[src/rtl/core/tphc_pkg.sv]
// tphc_pkg: beat types, constants and the end-around-carry add shared by the
// TCP pseudo-header checksum block. No dependencies.
`timescale 1ns / 1ps

package tphc_pkg;

  localparam logic [15:0] PROTO_TCP = 16'd6;
  localparam logic [15:0] MASK16    = 16'hffff;
  localparam logic [15:0] MASK_HI   = 16'hff00;
  localparam logic [7:0]  MASK8     = 8'hff;

  typedef struct packed {
    logic [7:0] data_byte;
    logic       last_byte;
  } in_beat_t;

  typedef struct packed {
    logic [15:0] checksum;
    logic [15:0] segment_length;
  } out_beat_t;

  // finished segment handed from front to back
  typedef struct packed {
    logic [15:0] sum;
    logic [15:0] length;
  } seg_t;

  typedef struct packed {
    logic push;
    logic full;
  } q_ctl_t;

  function automatic logic [15:0] oc_add(input logic [15:0] a, input logic [15:0] b);
    logic [16:0] s;
    s = {1'b0, a} + {1'b0, b};
    return s[15:0] + {15'd0, s[16]};
  endfunction

endpackage

[src/rtl/core/tphc_front.sv]
// tphc_front: takes segment bytes, pairs them into words and keeps the running
// sum and byte count. Depends on tphc_pkg.
`timescale 1ns / 1ps

module tphc_front (
  input  logic              clk,
  input  logic              rst_n,
  input  logic              in_valid,
  input  tphc_pkg::in_beat_t in_beat,
  output logic              in_stall,
  input  logic              q_full,
  output logic              q_push,
  output tphc_pkg::seg_t    q_seg
);

  logic [15:0] acc_r, acc_nxt;
  logic [7:0]  held_r, held_nxt;
  logic        odd_r, odd_nxt;
  logic [15:0] count_r, count_nxt;
  logic        accept;
  logic [15:0] word;
  logic [15:0] sum_word;
  logic [15:0] count_inc;

  assign in_stall  = q_full;
  assign accept    = in_valid && !q_full;
  // odd trailing byte is padded with a zero low byte
  assign word      = odd_r ? {held_r, in_beat.data_byte}
                           : ({in_beat.data_byte, 8'd0} & tphc_pkg::MASK_HI);
  assign sum_word  = tphc_pkg::oc_add(acc_r, word);
  assign count_inc = count_r + 16'd1;

  assign q_push     = accept && in_beat.last_byte;
  assign q_seg.sum    = sum_word;
  assign q_seg.length = count_inc;

  always_comb begin
    acc_nxt   = acc_r;
    held_nxt  = held_r;
    odd_nxt   = odd_r;
    count_nxt = count_r;
    if (accept) begin
      count_nxt = count_inc;
      if (in_beat.last_byte) begin
        acc_nxt   = 16'd0;
        held_nxt  = 8'd0;
        odd_nxt   = 1'b0;
        count_nxt = 16'd0;
      end else if (odd_r) begin
        acc_nxt  = sum_word;
        held_nxt = 8'd0;
        odd_nxt  = 1'b0;
      end else begin
        held_nxt = in_beat.data_byte & tphc_pkg::MASK8;
        odd_nxt  = 1'b1;
      end
    end
  end

  always_ff @(posedge clk) begin
    if (!rst_n) begin
      acc_r   <= 16'd0;
      held_r  <= 8'd0;
      odd_r   <= 1'b0;
      count_r <= 16'd0;
    end else begin
      acc_r   <= acc_nxt;
      held_r  <= held_nxt;
      odd_r   <= odd_nxt;
      count_r <= count_nxt;
    end
  end

endmodule

[src/rtl/core/tphc_queue.sv]
// tphc_queue: small register FIFO of finished segments between front and back.
// Depends on tphc_pkg.
`timescale 1ns / 1ps

module tphc_queue #(
  parameter int DEPTH = 2
) (
  input  logic             clk,
  input  logic             rst_n,
  input  tphc_pkg::q_ctl_t ctl_in,
  output logic             full,
  input  tphc_pkg::seg_t   push_seg,
  output logic             pop_valid,
  input  logic             pop_ready,
  output tphc_pkg::seg_t   pop_seg
);

  localparam int PTR_W = (DEPTH > 1) ? $clog2(DEPTH) : 1;
  localparam int CNT_W = $clog2(DEPTH + 1);
  localparam logic [PTR_W-1:0] LAST_PTR = PTR_W'(DEPTH - 1);
  localparam logic [CNT_W-1:0] FULL_CNT = CNT_W'(DEPTH);

  tphc_pkg::seg_t mem [DEPTH];
  logic [PTR_W-1:0] wr_r, wr_nxt, rd_r, rd_nxt;
  logic [CNT_W-1:0] cnt_r, cnt_nxt;
  logic push, pop;

  assign full      = (cnt_r == FULL_CNT);
  assign pop_valid = (cnt_r != '0);
  assign push      = ctl_in.push && !full;
  assign pop       = pop_valid && pop_ready;
  assign pop_seg   = mem[rd_r];

  always_comb begin
    wr_nxt  = wr_r;
    rd_nxt  = rd_r;
    cnt_nxt = cnt_r;
    if (push) wr_nxt = (wr_r == LAST_PTR) ? '0 : wr_r + PTR_W'(1);
    if (pop)  rd_nxt = (rd_r == LAST_PTR) ? '0 : rd_r + PTR_W'(1);
    if (push && !pop) cnt_nxt = cnt_r + CNT_W'(1);
    else if (pop && !push) cnt_nxt = cnt_r - CNT_W'(1);
  end

  always_ff @(posedge clk) begin
    if (push) mem[wr_r] <= push_seg;
  end

  always_ff @(posedge clk) begin
    if (!rst_n) begin
      wr_r  <= '0;
      rd_r  <= '0;
      cnt_r <= '0;
    end else begin
      wr_r  <= wr_nxt;
      rd_r  <= rd_nxt;
      cnt_r <= cnt_nxt;
    end
  end

endmodule

[src/rtl/core/tphc_back.sv]
// tphc_back: two-stage pipeline adding the link word and length term, then
// the complement into the output register. Depends on tphc_pkg.
`timescale 1ns / 1ps

module tphc_back (
  input  logic               clk,
  input  logic               rst_n,
  input  logic               cfg_we,
  input  logic [31:0]        cfg_data,
  input  logic               seg_valid,
  output logic               seg_ready,
  input  tphc_pkg::seg_t     seg,
  output logic               out_valid,
  input  logic               out_stall,
  output tphc_pkg::out_beat_t out_beat,
  output logic               s1_valid
);

  logic [15:0] link_sum_r;
  logic        s1_valid_r;
  logic [15:0] s1_sum_r, s1_len_r, s1_cnt_r;
  logic        s2_valid_r;
  tphc_pkg::out_beat_t s2_r;
  logic s2_take, s1_take;

  assign s2_take   = !s2_valid_r || !out_stall;
  assign s1_take   = !s1_valid_r || s2_take;
  assign seg_ready = s1_take;
  assign out_valid = s2_valid_r;
  assign out_beat  = s2_r;
  assign s1_valid  = s1_valid_r;

  always_ff @(posedge clk) begin
    if (!rst_n) begin
      link_sum_r <= 16'd0;
    end else if (cfg_we) begin
      link_sum_r <= tphc_pkg::oc_add(cfg_data[31:16], cfg_data[15:0]);
    end
  end

  always_ff @(posedge clk) begin
    if (!rst_n) begin
      s1_valid_r <= 1'b0;
      s2_valid_r <= 1'b0;
    end else begin
      if (s1_take) s1_valid_r <= seg_valid;
      if (s2_take) s2_valid_r <= s1_valid_r;
    end
  end

  always_ff @(posedge clk) begin
    if (s1_take && seg_valid) begin
      s1_sum_r <= tphc_pkg::oc_add(seg.sum, link_sum_r);
      s1_len_r <= seg.length + tphc_pkg::PROTO_TCP;
      s1_cnt_r <= seg.length;
    end
    if (s2_take && s1_valid_r) begin
      s2_r.checksum       <= ~tphc_pkg::oc_add(s1_sum_r, s1_len_r) & tphc_pkg::MASK16;
      s2_r.segment_length <= s1_cnt_r;
    end
  end

endmodule

[src/rtl/core/tcp_pseudo_header_checksum.sv]
// Streaming TCP checksum with pseudo-header terms: one byte per beat, one
// result beat per segment, on the byte marked last; a new byte is taken every
// cycle while in_stall is low (the queue is not full), set by the single
// 16-bit end-around-carry add in the front. A result goes from the queue
// entry through the two back stages to out. Under output stall the back holds
// two results and the queue QUEUE_DEPTH more before the input stalls.
// Depends on tphc_pkg, tphc_front, tphc_queue, tphc_back.
`timescale 1ns / 1ps

module tcp_pseudo_header_checksum #(
  parameter int QUEUE_DEPTH = 2
) (
  input  logic                clk,
  input  logic                rst_n,
  input  logic                in_valid,
  output logic                in_stall,
  input  tphc_pkg::in_beat_t  in_beat,
  output logic                out_valid,
  input  logic                out_stall,
  output tphc_pkg::out_beat_t out_beat,
  input  logic                cfg_valid,
  output logic                cfg_ready,
  input  logic [31:0]         cfg_data
);

  tphc_pkg::q_ctl_t q_ctl;
  tphc_pkg::seg_t   front_seg, back_seg;
  logic q_full, q_push, seg_valid, seg_ready, s1_valid;

  assign cfg_ready  = 1'b1;
  assign q_ctl.push = q_push;
  assign q_ctl.full = q_full;

  tphc_front u_front (
    .clk      (clk),
    .rst_n    (rst_n),
    .in_valid (in_valid),
    .in_beat  (in_beat),
    .in_stall (in_stall),
    .q_full   (q_full),
    .q_push   (q_push),
    .q_seg    (front_seg)
  );

  tphc_queue #(.DEPTH(QUEUE_DEPTH)) u_queue (
    .clk       (clk),
    .rst_n     (rst_n),
    .ctl_in    (q_ctl),
    .full      (q_full),
    .push_seg  (front_seg),
    .pop_valid (seg_valid),
    .pop_ready (seg_ready),
    .pop_seg   (back_seg)
  );

  tphc_back u_back (
    .clk       (clk),
    .rst_n     (rst_n),
    .cfg_we    (cfg_valid && cfg_ready),
    .cfg_data  (cfg_data),
    .seg_valid (seg_valid),
    .seg_ready (seg_ready),
    .seg       (back_seg),
    .out_valid (out_valid),
    .out_stall (out_stall),
    .out_beat  (out_beat),
    .s1_valid  (s1_valid)
  );

  a_no_push_when_full: assert property (@(posedge clk) disable iff (!rst_n)
    q_ctl.push |-> !q_ctl.full)
    else $error("segment pushed into full queue");

  a_s1_held_on_stall: assert property (@(posedge clk) disable iff (!rst_n)
    (s1_valid && out_valid && out_stall) |=> s1_valid)
    else $error("back stage dropped a segment under stall");

  a_no_pop_when_blocked: assert property (@(posedge clk) disable iff (!rst_n)
    (s1_valid && out_valid && out_stall) |-> !seg_ready)
    else $error("queue popped while back pipeline full");

endmodule

[config.mk]
export PLATFORM = sky130hd
export DESIGN_NAME = tcp_pseudo_header_checksum
export DESIGN_NICKNAME = d
export VERILOG_FILES = /design/src/rtl/core/tphc_pkg.sv /design/src/rtl/core/tphc_front.sv /design/src/rtl/core/tphc_queue.sv /design/src/rtl/core/tphc_back.sv /design/src/rtl/core/tcp_pseudo_header_checksum.sv
export SDC_FILE = /design/constraint.sdc
export NUM_CORES = 1
export LEC_CHECK = 0
export BUFFER_PORTS_ARGS = -buffer_cell sky130_fd_sc_hd__clkbuf_2
export CORE_ASPECT_RATIO = 0.8
export CORE_MARGIN = 10
export CORE_UTILIZATION = 66
export DETAILED_ROUTE_END_ITERATION = 6
export PLACE_DENSITY = 0.88
export SLEW_MARGIN = 0
export SYNTH_ARGS = -nofsm -noshare
export SYNTH_HDL_FRONTEND = slang
export SYNTH_SLANG_ARGS = --single-unit
[constraint.sdc]
create_clock -name clk -period 11.1 [get_ports clk]
set_input_delay 2.22 -clock clk [delete_from_list [all_inputs] [get_ports clk]]
set_output_delay 2.22 -clock clk [all_outputs]
set_load 0.02 [all_outputs]
; ---- Word-level counts from Yosys, hierarchy flattened
; Memory sizes are Yosys's and may differ from the RTL's. A register that Yosys moved wholly into a read port is not among the register bits.
; Index checks and enable logic that the tools add are counted.
; Widths: inputs -> output; s select.
[totals]
regBits = 143
output_inout_bits = 35
n_memories = 1
wordCells = 67
inputBits = 46
ramBits = 64
[op_classes]
mux = 16
reduce_logical = 19
bitwise = 1
add_sub_neg = 14
n_eq_ne = 1
[mem_list]
columns = memory, depth, width, rd, rd_ports_with_merged_regs, write_ports, line_no
row1 = u_queue.mem, 2, 32, 1, 1, 1, tphc_queue.sv:23  ; tphc_pkg::seg_t mem [DEPTH];
[ops]
columns = operator, count
row1 = $add 16x16->17, 4
row2 = $add 16x1->16, 4
row3 = $mux 16, 4
row4 = $add 16x1->16 const B, 1
row5 = $add 16x3->16 const B, 1
row6 = $mux 8, 2
row7 = $not 16->16, 1
row8 = $mux 1, 8
row9 = $logic_and 1x1->1, 7
row10 = $logic_not 1->1, 6
row11 = $reduce_bool 2->1, 3
row12 = $mux 2, 2
row13 = $add 1x1->1 const B, 2
row14 = $add 2x1->2 const B, 1
row15 = $eq 2x2->1 const B, 1
row16 = $logic_or 1x1->1, 2
row17 = $reduce_and 2->1, 1
row18 = $sub 2x1->2 const B, 1

; ---- Logic depth before layout (Yosys ltp)
[depth]
ltp_word = 9
depth_mapped = 21
depth_no_buf = 20

; ---- By module
; A second synthesis with hierarchy kept.
[unflattened]
hier_cells = 1074
hier_area_um2 = 11891.4
[by_module_without_submodules]
columns = module, instances, area_each_um2, cells_each, seq_area_each_um2
row1 = tphc_back, 1, 6359.8, 598, 2732.6
row2 = tphc_front, 1, 2981.6, 349, 820.8
row3 = tphc_queue, 1, 2538.7, 125, 2021.9
row4 = tcp_pseudo_header_checksum, 1, 11.3, 2, 0.0

; ---- Worst setup path before layout
; No wires, ideal clock.
[synth_timing]
kind = input-to-reg
from = input in_beat[1] (netlist name)
to = register u_front.acc_r[14]
n_path_buf = 0
t_arrival_ns = 5.895
setup_ns = 0.079
cell_stages = 19
required_time_ns = 11.021
path_slack_ns = 5.126
cell_sequence = and2_1 -> ha_1 -> inv_1 -> fa_1 -> and2b_1 -> o2111ai_1 -> nand2_1 -> a41oi_1 -> a21oi_1 -> a21o_1 -> a21o_1 -> ha_1 -> ha_1 -> nand2_1 -> nor3_2 -> nand3_1 -> or4_1 -> or4_1 -> o211ai_1
[synth_between]
elab_chain_cells = 5
[synth_lines]
columns = item, line_no
row1 = start: declaration, tcp_pseudo_header_checksum.sv:17  ; input tphc_pkg::in_beat_t in_beat,
row2 = $mux 16, tphc_front.sv:28  ; assign word = odd_r ? {held_r, in_beat.data_byte}
row3 = $add 16x16->17, tphc_pkg.sv:35  ; s = {1'b0, a} + {1'b0, b};
row4 = $add 16x1->16, tphc_pkg.sv:36  ; return s[15:0] + {15'd0, s[16]};
row5 = $mux 16, tphc_front.sv:49  ; end else if (odd_r) begin
row6 = $mux 16, tphc_front.sv:44  ; if (in_beat.last_byte) begin
row7 = end signal: assignment, tphc_front.sv:67  ; acc_r <= acc_nxt;
row8 = end: declaration, tphc_front.sv:16  ; logic [15:0] acc_r, acc_nxt;
; No other way between the ends. The select of a mux whose other input is x is not followed.
; A chain may end at the register's enable or synchronous reset.

; ---- Worst setup path in the final report
[layout_timing]
from = input in_beat[1] (netlist name)
to = register u_front.acc_r[15]
; The elaborated chain is that of the path after synthesis.

==> impl_results.md <==
- Outcome: finished clean
- Die Ht: 139 um
- Avg Inst Size Synth: 10.8 um2
- Iteration-0 DRC Markers: 618
- Longest Clk Path Bufs: 3
- GPL Wtd Cong: 0.936
- Startpoint Class: primary input
- Multi-input logic area: 5760 um2
- Maximum vdd ir drop: 0.000187 V
- GRT busiest layer: met2
- Max Cap Viol: 0
- Layout Utilization: 74.5%
- Initial antenna violation count: 0
- Yosys cell types: 71
- Num rows: 43
- #FFs+latches synth: 207
- Worst-path clk slew: 0.07 ns
- Total area of sequential cells: 5580 um2
- Hold Slack: 0.419 ns
- ANT cells: 0
- Die area: 23300 um2
- FFs w/ async S/R, synth: 0%
- Power density over the cells: 243 nW/um2
- RSZ-0062 raised after global routing: false
- Crit end category: register
- Maximum clock frequency: 0.165 GHz
- Max FO, Critical Path: 4
- Met3 GRT Util: 3.57%
- DR DRC count: 0
- Finish-stage setup viols: 0
- Met2 global-route usage: 34.9%
- Synth Flop Type: edfxtp_1
- Max-slew violations: 0
- Setup Skew: 0.0138 ns
- Clock sinks: 207
- Post-CTS Setup Inserts: 0
- Layout cells sized above 1: 14.0%
- Final min period: 6.05 ns
- Port Buffer Count: 79
- DR vias/cell: 6.09
- Layout Nets: 1275
- First-pass GRT wire length: 41500 um
- Hold_buf cts: 0
- Setup TNS: 0 ns
- Area Overhead vs Synth: 11.3%
- Worst Hold Class: reg -> reg
- Type of the worst setup path: in -> reg
- Drt wl/cell: 18.2 um
- Slew HR: 24.4%
- DR pass1 iterations: 6
- Synthesized instance count: 1073
- Largest net degree at the start of global routing: 56
- Slew of the pin with the lowest slew margin: 1.13 ns
- Yosys warnings: 0
- Initial core utilization: 67.0%
- Htree depth: 1
- Global Route Usage Sum: 21.0%
- CTS Root Cell: clkbuf_16
- Leak: 5.24 nW
- Seq/Total Area, Yosys: 48.0%
- Clock latency at the later pin of the worst-skew pair: 0.50 ns
- Total gr overflow: 0
- Mapped Area: 11600 um2
- CTS buffer count: 21
- R2R cell count: 19
- CP required: 11.53 ns
- WL final: 25300 um
- Die X: 168 um
- Syn nets: 1198
- Vias in the first global route: 8260
- Io pins: 81
- Fin crit share: 54.5%
- Post-synth EDFFs: 143
- Post-CTS Resized: 0
- Post-DP HPWL: 17800 um
- TritonCTS clock tree: yes
- Crit path DAT: 6.48 ns
- Met1 GRT Util: 28.0%
- Layout fillers: 1137
- Via count: 8464
- Final Hold Fails: 0
- Antenna Nets Post-Route: 0
- Hold path cells: 0
- Core Box Area: 17300 um2
[area by class of cell]
cell class	instances	share of cell area (%)
multi-input cells	793	44.6
flip-flops and latches	207	43.2
clock buffers	26	4.45
repair buffers	83	3.29
well taps	225	2.18
inverters	44	1.28
clock inverters	12	0.988
[kinds of logic after synthesis]
kind of cell | after synthesis | synth area share, %
buffers and inverters | 73 | 2.41
xor gates and xnor gates | 133 | 10.2
AOI/OAI and AO/OA | 234 | 13.0
and+or+nand+nor | 303 | 13.5
muxes | 43 | 4.03
adders and majority gates | 79 | 8.78
DFF | 207 | 48.0
other | 1 | 0.0323
[critical path: stages]
cell	delay [ns]
clkbuf_2	0.10
and2_1	0.13
ha_1	0.18
inv_1	0.06
fa_1	0.40
and2b_1	0.25
o2111ai_1	0.13
nand2_1	0.18
a41oi_1	0.16
a21oi_1	0.25
a21o_1	0.16
a21o_1	0.12
ha_1	0.17
and3_1	0.20
nand4_1	0.20
nor3_2	0.22
nand3b_1	0.17
or4_4	0.53
or4b_1	0.54
o211ai_1	0.10
[report_power, final]
part	total (mW)	internal, mW	leakage [nW]	switching [mW]
Sequential	1.16	1.09	1.87	0.0702
Clock	0.718	0.417	0.339	0.300
Combinational	1.26	0.490	3.03	0.768
[registers in the layout (all words and copies together) (netlist names), 15 cells and up, named ones only]
| name | cells |
|---|---|
| u_back.link_sum_r | 16 |
| u_front.count_r | 16 |
| u_front.acc_r | 16 |
| u_back.s1_len_r | 15 |
| u_back.s1_sum_r | 16 |
| u_back.s1_cnt_r | 16 |
| u_back.out_beat | 32 |
| u_queue.mem | 64 |
[per-layer routing]
metal	up-vias	wire length, um
met5	-	0
met4	0	540
met3	45	1780
met2	308	12100
met1	4006	10900
li1	4105	-
[layout by cell type (no fill, tap or decap), types with 10 or more instances in the layout]
| cell type | n |
|---|---|
| xnor2_1 | 65 |
| clkbuf_2 | 79 |
| a21oi_1 | 69 |
| o21ai_0 | 45 |
| mux2i_1 | 13 |
| edfxtp_1 | 143 |
| nand3b_1 | 13 |
| ha_1 | 75 |
| and3_1 | 25 |
| a22oi_1 | 19 |
| nand3_1 | 44 |
| dfxtp_1 | 64 |
| nand2b_1 | 13 |
| or3_1 | 10 |
| nand2_1 | 56 |
| nor2b_1 | 10 |
| nor3_1 | 18 |
| nor2_1 | 68 |
| mux2_2 | 30 |
| clkbuf_16 | 21 |
| a211oi_1 | 18 |
| and2_1 | 16 |
| inv_1 | 42 |
| a21o_1 | 24 |
| xor2_1 | 66 |
[synth_stat cells, types with 3 or more instances]
library cell  count  area [um2]
a22oi_1          19         143
a21o_1           24         180
clkbuf_1         23        86.3
mux2i_1          13         130
nand2b_1         13        81.3
nor3b_1           4        30.0
buf_1             3        11.3
nand3_1          44         220
inv_1            43         161
o21ai_0          45         225
xnor2_1          65         569
and3_1           25         156
nor3_1           18        90.1
a211oi_1         18         135
or3_1            10        62.6
dfxtp_1          64        1280
or4_1             3        22.5
o21a_1            7        52.6
edfxtp_1        143        4290
or2_2             4        25.0
mux2_2           30         338
nand3b_1         13        97.6
o21bai_1          5        37.5
a32o_1            4        40.0
xor2_1           66         578
a211o_1           5        43.8
nor2b_1          10        62.6
fa_1              4        80.1
a21oi_1          69         345
ha_1             75         938
o211ai_1          7        52.6
nand2_1          56         210
and2_1           16         100
nor2_1           69         259
nand4_1           7        43.8
[stage by stage]
step	area (um2)	setup slack (ns)	cells	total power [mW]
4_1_cts	12900	5.11	1390	3.14
5_1_grt	12900	4.69	1390	3.32
2_1_floorplan	11600	5.13	1073	2.11
3_5_place_dp	12200	4.64	1352	2.40
3_3_place_gp	12200	4.81	1352	2.34
6_report	12900	5.05	1390	3.14
[path summary, 6_finish.rpt]
kind                           startpoint                              to  slack, ns
max                            in_beat[1]  u_front.acc_r[15]$_SDFFE_PN0P_       5.05
min          u_back.s1_cnt_r[5]$_DFFE_PP_    u_back.out_beat[5]$_DFFE_PP_       0.42
max reg2reg    u_front.odd_r$_SDFFE_PN0P_  u_front.acc_r[15]$_SDFFE_PN0P_       6.02
min reg2reg  u_back.s1_cnt_r[5]$_DFFE_PP_    u_back.out_beat[5]$_DFFE_PP_       0.42
Note: power is estimated with default switching activity, not from simulation.
